## config.mk

```make
export PLATFORM = sky130hd
export DESIGN_NAME = top_k_unique_sorted_table
export DESIGN_NICKNAME = d
export VERILOG_FILES = /design/src/sv/tkus_pkg.sv /design/src/sv/tkus_cell.sv /design/src/sv/tkus_chain.sv /design/src/sv/top_k_unique_sorted_table.sv
export SDC_FILE = /design/constraint.sdc
export NUM_CORES = 2
export LEC_CHECK = 0
export ABC_AREA = 0
export BUFFER_PORTS_ARGS = -buffer_cell sky130_fd_sc_hd__buf_4
export CAP_MARGIN = 20
export CORE_UTILIZATION = 40
export DETAILED_ROUTE_END_ITERATION = 16
export PLACE_DENSITY = 0.55
export REMOVE_ABC_BUFFERS = 1
export SLEW_MARGIN = 20
export SYNTH_ARGS = -nofsm -noshare
export SYNTH_HDL_FRONTEND = slang
export SYNTH_SLANG_ARGS = --single-unit
```

## constraint.sdc

```tcl
create_clock -name i_clk -period 22.2 [get_ports i_clk]
set_clock_uncertainty 0.15 [all_clocks]
set_input_delay 4.44 -clock i_clk [delete_from_list [all_inputs] [get_ports i_clk]]
set_output_delay 4.44 -clock i_clk [all_outputs]
set_load 0.01 [all_outputs]
```

## src/sv/tkus_pkg.sv

```systemverilog
package tkus_pkg;

    localparam int TABLE_SIZE_DEF = 16;
    localparam int VALUE_W        = 31;
    localparam int RANK_W         = 6;
    localparam int COUNT_W        = 7;
    localparam int STATUS_W       = 3;
    localparam int OPCODE_W       = 2;
    localparam int IN_VALUE_W     = 32;

    typedef enum logic [OPCODE_W-1:0] {
        OP_INSERT = 2'd0,
        OP_CLEAR  = 2'd1,
        OP_READ   = 2'd2
    } t_opcode;

    typedef enum logic [STATUS_W-1:0] {
        ST_INSERTED = 3'd0,
        ST_NONPOS   = 3'd1,
        ST_TOOLOW   = 3'd2,
        ST_DUP      = 3'd3,
        ST_CLEARED  = 3'd4,
        ST_ENTRY    = 3'd5,
        ST_EMPTY    = 3'd6
    } t_status;

    typedef struct packed {
        logic insert;
        logic rotate;
    } t_cell_ctl;

    typedef struct packed {
        logic              dup;
        logic [RANK_W-1:0] dup_rank;
        logic [RANK_W-1:0] ins_rank;
        logic              tail_free;
    } t_chain_stat;

endpackage

```

## src/sv/tkus_cell.sv

```systemverilog
module tkus_cell #(
    parameter int IDX = 0,
    parameter int CW  = 5
) (
    input  logic                           i_clk,
    input  tkus_pkg::t_cell_ctl            i_ctl,
    input  logic [CW-1:0]                  i_count,
    input  logic [tkus_pkg::VALUE_W-1:0]   i_raw,
    input  logic [tkus_pkg::VALUE_W-1:0]   i_left_val,
    input  logic                           i_left_a,
    input  logic [tkus_pkg::VALUE_W-1:0]   i_right_val,
    input  logic [tkus_pkg::VALUE_W-1:0]   i_head_val,
    output logic [tkus_pkg::VALUE_W-1:0]   o_val,
    output logic                           o_a,
    output logic                           o_eq
);

    logic [tkus_pkg::VALUE_W-1:0] r_val;
    logic [tkus_pkg::VALUE_W-1:0] n_val;
    logic                         w_valid;
    logic                         w_tail;

    assign w_valid = CW'(IDX) < i_count;
    assign w_tail  = CW'(IDX + 1) == i_count;

    // a: new value belongs at or above this slot
    assign o_a  = !w_valid || (r_val < i_raw);
    assign o_eq = w_valid && (r_val == i_raw);
    assign o_val = r_val;

    always_comb begin
        n_val = r_val;
        if (i_ctl.insert) begin
            if (i_left_a) begin
                n_val = i_left_val;
            end else if (o_a) begin
                n_val = i_raw;
            end
        end else if (i_ctl.rotate) begin
            n_val = w_tail ? i_head_val : i_right_val;
        end
    end

    always_ff @(posedge i_clk) begin
        r_val <= n_val;
    end

endmodule

```

## src/sv/tkus_chain.sv

```systemverilog
module tkus_chain #(
    parameter int TABLE_SIZE = tkus_pkg::TABLE_SIZE_DEF,
    parameter int CW         = 5
) (
    input  logic                           i_clk,
    input  tkus_pkg::t_cell_ctl            i_ctl,
    input  logic [CW-1:0]                  i_count,
    input  logic [tkus_pkg::VALUE_W-1:0]   i_raw,
    output logic [tkus_pkg::VALUE_W-1:0]   o_head_val,
    output tkus_pkg::t_chain_stat          o_stat
);

    logic [tkus_pkg::VALUE_W-1:0] w_val [TABLE_SIZE];
    logic [TABLE_SIZE-1:0]        w_a;
    logic [TABLE_SIZE-1:0]        w_eq;
    logic [TABLE_SIZE-1:0]        w_bnd;

    for (genvar g = 0; g < TABLE_SIZE; g++) begin : g_cell
        logic [tkus_pkg::VALUE_W-1:0] w_left_val;
        logic                         w_left_a;
        logic [tkus_pkg::VALUE_W-1:0] w_right_val;

        if (g == 0) begin : g_first
            assign w_left_val = w_val[0];
            assign w_left_a   = 1'b0;
            assign w_bnd[g]   = w_a[g];
        end else begin : g_rest
            assign w_left_val = w_val[g-1];
            assign w_left_a   = w_a[g-1];
            assign w_bnd[g]   = w_a[g] && !w_a[g-1];
        end

        if (g == TABLE_SIZE - 1) begin : g_last
            assign w_right_val = w_val[0];
        end else begin : g_mid
            assign w_right_val = w_val[g+1];
        end

        tkus_cell #(
            .IDX (g),
            .CW  (CW)
        ) u_cell (
            .i_clk       (i_clk),
            .i_ctl       (i_ctl),
            .i_count     (i_count),
            .i_raw       (i_raw),
            .i_left_val  (w_left_val),
            .i_left_a    (w_left_a),
            .i_right_val (w_right_val),
            .i_head_val  (w_val[0]),
            .o_val       (w_val[g]),
            .o_a         (w_a[g]),
            .o_eq        (w_eq[g])
        );
    end

    assign o_head_val = w_val[0];

    always_comb begin
        o_stat           = '0;
        o_stat.dup       = |w_eq;
        o_stat.tail_free = w_a[TABLE_SIZE-1];
        for (int i = 0; i < TABLE_SIZE; i++) begin
            if (w_eq[i]) begin
                o_stat.dup_rank = o_stat.dup_rank | tkus_pkg::RANK_W'(i);
            end
            if (w_bnd[i]) begin
                o_stat.ins_rank = o_stat.ins_rank | tkus_pkg::RANK_W'(i);
            end
        end
    end

endmodule

```

## src/sv/top_k_unique_sorted_table.sv

```systemverilog
// Top-K table of distinct positive values kept in descending order in a row of
// cells, one value per cell. Insert, clear, and a read of an empty table can follow
// one another every cycle while the output is not stalled. A read of n entries holds
// the input stalled while the chain rotates one cell per cycle, pausing while the
// output is stalled, and cell 0 feeds the single output register. The table is
// empty after reset.
module top_k_unique_sorted_table #(
    parameter int TABLE_SIZE = tkus_pkg::TABLE_SIZE_DEF
) (
    input  logic                              i_clk,
    input  logic                              i_rst_n,
    input  logic                              i_in_valid,
    output logic                              o_in_stall,
    input  logic [tkus_pkg::OPCODE_W-1:0]     i_opcode,
    input  logic signed [tkus_pkg::IN_VALUE_W-1:0] i_value,
    output logic                              o_out_valid,
    input  logic                              i_out_stall,
    output logic [tkus_pkg::STATUS_W-1:0]     o_status,
    output logic [tkus_pkg::RANK_W-1:0]       o_rank,
    output logic [tkus_pkg::VALUE_W-1:0]      o_entry_value,
    output logic [tkus_pkg::COUNT_W-1:0]      o_count,
    output logic                              o_last
);

    localparam int CW = $clog2(TABLE_SIZE + 1);
    localparam int IW = (TABLE_SIZE > 1) ? $clog2(TABLE_SIZE) : 1;

    typedef enum logic [1:0] {
        S_IDLE = 2'b01,
        S_READ = 2'b10
    } t_state;

    t_state                          r_state, n_state;
    logic [CW-1:0]                   r_count, n_count;
    logic [IW-1:0]                   r_rd_idx, n_rd_idx;
    logic                            r_o_valid, n_o_valid;
    tkus_pkg::t_status               r_status, n_status;
    logic [tkus_pkg::RANK_W-1:0]     r_rank, n_rank;
    logic [tkus_pkg::VALUE_W-1:0]    r_entry, n_entry;
    logic [CW-1:0]                   r_o_count, n_o_count;
    logic                            r_last, n_last;

    tkus_pkg::t_cell_ctl             w_ctl;
    tkus_pkg::t_chain_stat           w_stat;
    logic [tkus_pkg::VALUE_W-1:0]    w_head;
    logic                            w_load_ok;
    logic                            w_accept;
    logic                            w_full;
    logic                            w_rd_last;
    logic                            w_load;

    assign w_load_ok  = !r_o_valid || !i_out_stall;
    assign o_in_stall = (r_state == S_READ) || !w_load_ok;
    assign w_accept   = i_in_valid && !o_in_stall;
    assign w_full     = r_count == CW'(TABLE_SIZE);
    assign w_rd_last  = (CW'(r_rd_idx) + CW'(1)) == r_count;

    tkus_chain #(
        .TABLE_SIZE (TABLE_SIZE),
        .CW         (CW)
    ) u_chain (
        .i_clk      (i_clk),
        .i_ctl      (w_ctl),
        .i_count    (r_count),
        .i_raw      (i_value[tkus_pkg::VALUE_W-1:0]),
        .o_head_val (w_head),
        .o_stat     (w_stat)
    );

    always_comb begin
        n_state   = r_state;
        n_count   = r_count;
        n_rd_idx  = r_rd_idx;
        n_o_valid = r_o_valid && i_out_stall;
        n_status  = r_status;
        n_rank    = r_rank;
        n_entry   = r_entry;
        n_o_count = r_o_count;
        n_last    = r_last;
        w_ctl     = '0;
        w_load    = 1'b0;

        if (w_accept) begin
            n_rank    = '0;
            n_entry   = '0;
            n_o_count = r_count;
            n_last    = 1'b1;
            unique case (tkus_pkg::t_opcode'(i_opcode))
                tkus_pkg::OP_INSERT: begin
                    w_load = 1'b1;
                    priority if (i_value == '0 || i_value[tkus_pkg::IN_VALUE_W-1]) begin
                        n_status = tkus_pkg::ST_NONPOS;
                    end else if (w_full && !w_stat.tail_free) begin
                        n_status = tkus_pkg::ST_TOOLOW;
                    end else if (w_stat.dup) begin
                        n_status = tkus_pkg::ST_DUP;
                        n_rank   = w_stat.dup_rank;
                    end else begin
                        n_status     = tkus_pkg::ST_INSERTED;
                        n_rank       = w_stat.ins_rank;
                        w_ctl.insert = 1'b1;
                        if (!w_full) begin
                            n_count   = r_count + CW'(1);
                            n_o_count = r_count + CW'(1);
                        end
                    end
                end
                tkus_pkg::OP_CLEAR: begin
                    w_load    = 1'b1;
                    n_status  = tkus_pkg::ST_CLEARED;
                    n_count   = '0;
                    n_o_count = '0;
                end
                tkus_pkg::OP_READ: begin
                    if (r_count == '0) begin
                        w_load   = 1'b1;
                        n_status = tkus_pkg::ST_EMPTY;
                    end else begin
                        n_state  = S_READ;
                        n_rd_idx = '0;
                    end
                end
                default: begin
                end
            endcase
        end else if (r_state == S_READ && w_load_ok) begin
            w_load       = 1'b1;
            w_ctl.rotate = 1'b1;
            n_status     = tkus_pkg::ST_ENTRY;
            n_rank       = tkus_pkg::RANK_W'(r_rd_idx);
            n_entry      = w_head;
            n_o_count    = r_count;
            n_last       = w_rd_last;
            n_rd_idx     = r_rd_idx + IW'(1);
            if (w_rd_last) begin
                n_state = S_IDLE;
            end
        end

        if (w_load) begin
            n_o_valid = 1'b1;
        end
    end

    always_ff @(posedge i_clk) begin
        if (!i_rst_n) begin
            r_state   <= S_IDLE;
            r_count   <= '0;
            r_rd_idx  <= '0;
            r_o_valid <= 1'b0;
        end else begin
            r_state   <= n_state;
            r_count   <= n_count;
            r_rd_idx  <= n_rd_idx;
            r_o_valid <= n_o_valid;
        end
    end

    always_ff @(posedge i_clk) begin
        r_status  <= n_status;
        r_rank    <= n_rank;
        r_entry   <= n_entry;
        r_o_count <= n_o_count;
        r_last    <= n_last;
    end

    assign o_out_valid   = r_o_valid;
    assign o_status      = r_status;
    assign o_rank        = r_rank;
    assign o_entry_value = r_entry;
    assign o_count       = tkus_pkg::COUNT_W'(r_o_count);
    assign o_last        = r_last;

endmodule

```

==> impl_metrics.json <==
{
  "ys_seq_area_share_pct": 37.1,
  "grt_pass1_vias": 36400,
  "grt_util_met3_pct": 5.04,
  "regArea_um2": 16100,
  "grt_overflow": 0,
  "synth.distinct_cells": 80,
  "p_leak_nw": 18.9,
  "layout.cells.non_filler": 6121,
  "multiInputGateArea_um2": 25800,
  "hpwl_um": 119000,
  "drc": 0,
  "io-pin-count": 88,
  "crit_type": "in -> reg",
  "finalCriticalPeriod_ns": 11.79,
  "top_usage_layer": "met2",
  "fill_cells": 10600,
  "critPathLaunchType": "primary input",
  "areaGrowthSynthToFinish_pct": 9.81,
  "yosys_warnings": 0,
  "finalHoldViolations": 0,
  "use_met1_pct": 42.0,
  "synth_top_area_share_pct": 35.1,
  "relSlewSlack_pct": 19.8,
  "worstPathMaxFanout": 198,
  "hold_buffers": 0,
  "synth-edff-count": 508,
  "rsz0062_at_grt": "false",
  "yosysMostFrequentCell": "a21oi_1",
  "vdd_drop_max_v": 0.0000412,
  "vias": 38300,
  "cts_buffer_depth": 3,
  "wl_per_cell_um": 27.8,
  "tritoncts": "done",
  "critPathMostFrequentCell": "buf_4",
  "r2r_start": "r_count[2]$_SDFFE_PN0P_",
  "post-cts-setup-buffers": 0,
  "fp.dieH_um": 332,
  "gp_congestion": 0.996,
  "grtUsageMet2_pct": 46.3,
  "cpPeakStageDelay_ns": 0.84,
  "htree_levels": 3,
  "slew_violations": 0,
  "status": "complete, no violations",
  "num_rows": 120,
  "die_x_um": 332,
  "num-nets-final": 5208,
  "die_area_um2": 110000,
  "ff2ff_setup_slack_ns": 14.36,
  "cp-end-kind": "flip-flop",
  "synthFlopType": "edfxtp_1",
  "async_flop_share_pct": 0,
  "crit_chain": "buf_4 > clkinv_1 > buf_4 > ha_1 > a21oi_1 > o21ai_0 > a2111oi_0 > a21oi_1 > o21ai_2 > and3_1 > and2_4 > buf_4 > buf_4 > buf_12 > buf_4 > o21ai_0",
  "yosys.area.top_type": "edfxtp_1",
  "cap_violations": 0,
  "setup-violations-final": 0,
  "power.density_nw_per_um2": 54.8,
  "core_region_area_um2": 108000,
  "place_inst": 5994,
  "dr.pass1.iters": 6,
  "netlist_instances": 4746,
  "vias_per_cell": 6.26,
  "postCtsResizedCells": 0,
  "fmax_mhz": 84.8,
  "wl_um": 170000,
  "finalPower_w": 0.00262,
  "portBuffers": 83,
  "whs_ns": 0.303,
  "min-delay-start": "o_entry_value[24]$_SDFFE_PP0P_",
  "synthTopCellsByCount": "a21oi_1 (583), nand2_1 (542), edfxtp_1 (508), ha_1 (504), o21ai_0 (317)",
  "synth-seq-cells": 552,
  "syn_area_um2": 43500,
  "grt_use_total_pct": 30.0,
  "grt_max_degree": 199,
  "grt_pass1_wl_um": 248000,
  "tightest_slew_ns": 1.19,
  "cts_root_buf": "clkbuf_16",
  "antenna_left": 0,
  "worstPathArrival_ns": 11.99,
  "cts_made_buffers": 72,
  "syn_avg_cell_area_um2": 9.16,
  "drtIter0Drc": 4004,
  "crit_path_start": "i_value[12]",
  "synth_area_leaders": "edfxtp_1 (35%), ha_1 (14%), a21oi_1 (6.7%)",
  "start_util_pct": 40.5,
  "clk_latency_ns": 0.66,
  "worst_setup_hold_path_clk_slew_ns": 0.05,
  "hp-class": "reg -> reg",
  "critPathSlowestCell": "buf_4",
  "cts_sinks": 552,
  "finalCritPeriodShare_pct": 53.1,
  "critPathRequiredTime_ns": 22.40,
  "antenna_found_initial": 5,
  "drive_gt1_share_pct": 9.73
}
[per-stage QoR]
step / area, um^2 / util [%] / setup slack (ns) / TNS, ns
after detailed placement: 45500 / 42.4 / 10.12 / 0
after CTS: 47700 / 44.4 / 10.77 / 0
after floorplan: 41800 / - / -3.34 / -503.74
final: 47800 / 44.4 / 10.41 / 0
after global placement: 45400 / 42.3 / 10.11 / 0
after global routing: 47800 / 44.4 / 9.97 / 0
[registers in the layout (all words and copies together) (netlist names)]
name and count:
o_last 1, r_state 2, o_rank 4, r_count 5
o_status 3, u_chain.g_cell.u_cell.o_val 496, o_entry_value 31, o_out_valid 1
r_o_count 5, r_rd_idx 4
[worst paths after layout]
path	to	cells after the start
max	u_chain.g_cell[4].u_cell.o_val[19]$_DFFE_PP_	16
min	o_entry_value[24]$_SDFFE_PP0P_	2
max reg2reg	u_chain.g_cell[4].u_cell.o_val[19]$_DFFE_PP_	13
min reg2reg	o_entry_value[24]$_SDFFE_PP0P_	2
[critical path, delay by kind of cell]
| family | cells | cell delay [ns] |
|---|---|---|
| buffers and inverters | 7 | 3.96 |
| AO/OA/AOI/OAI | 6 | 1.47 |
| AND/OR/NAND/NOR | 2 | 1.17 |
| adder cells (fa/ha/maj) | 1 | 0.36 |
[power by group]
group,internal [W],switching (W)
Clock,0.000659,0.000497
Sequential,0.00115,0.0000174
Combinational,0.0000984,0.000192
Total,0.00191,0.000706
[routing by layer]
metal | up-vias | share of wire, % | routed length [um]
li1 | 17700 | - | -
met1 | 18800 | 45 | 76000
met2 | 1601 | 44 | 74700
met3 | 260 | 7.9 | 13500
met4 | 2 | 3.4 | 5810
met5 | - | 0.0076 | 13
[layout by cell type, fill, tap and decap left out, types with 9 or more instances in the layout]
cell type and n:
a21oi_1 576, nand2_1 536, edfxtp_1 508, ha_1 504, o21ai_0 314, a211oi_1 290
nor2_1 285, nor2b_1 276, buf_4 198, mux2i_1 157, nand4_1 104, a21o_1 104
mux2_2 93, and3_1 78, clkbuf_16 73, a31oi_1 64, nand3_1 60, inv_1 44
dfxtp_1 44, clkinv_1 36, a221o_1 33, nor4_1 27, clkbuf_1 24, nor3_1 23
o21a_1 18, o211ai_1 17, and2_1 11, nand2b_1 10, a2111oi_0 9, clkinv_2 9
[logic make-up (layout without fill, tap and decap cells)]
logic type                 after synthesis  count (layout)  share of synthesized area (%)
buffers and inverters                  437             404                           4.59
adders and majority gates              504             504                           14.5
muxes                                  251             251                           6.07
and+or+nand+nor                       1469            1469                           16.3
other                                    1               6                        0.00862
xor gates and xnor gates                 5               5                          0.101
AOI/OAI and AO/OA                     1527            1527                           21.4
DFF                                    552             552                           37.1
[cell type report]
class                      count  area share [%]
antenna                        2          0.0105
clock buffer                 103            4.19
clock inverter                21           0.396
inverter                      76           0.597
multi-input combinational   3760            53.9
sequential                   552            33.8
tap                         1403            3.68
timing repair buffer         204            3.42
Power figures use the tool's default switching activity.
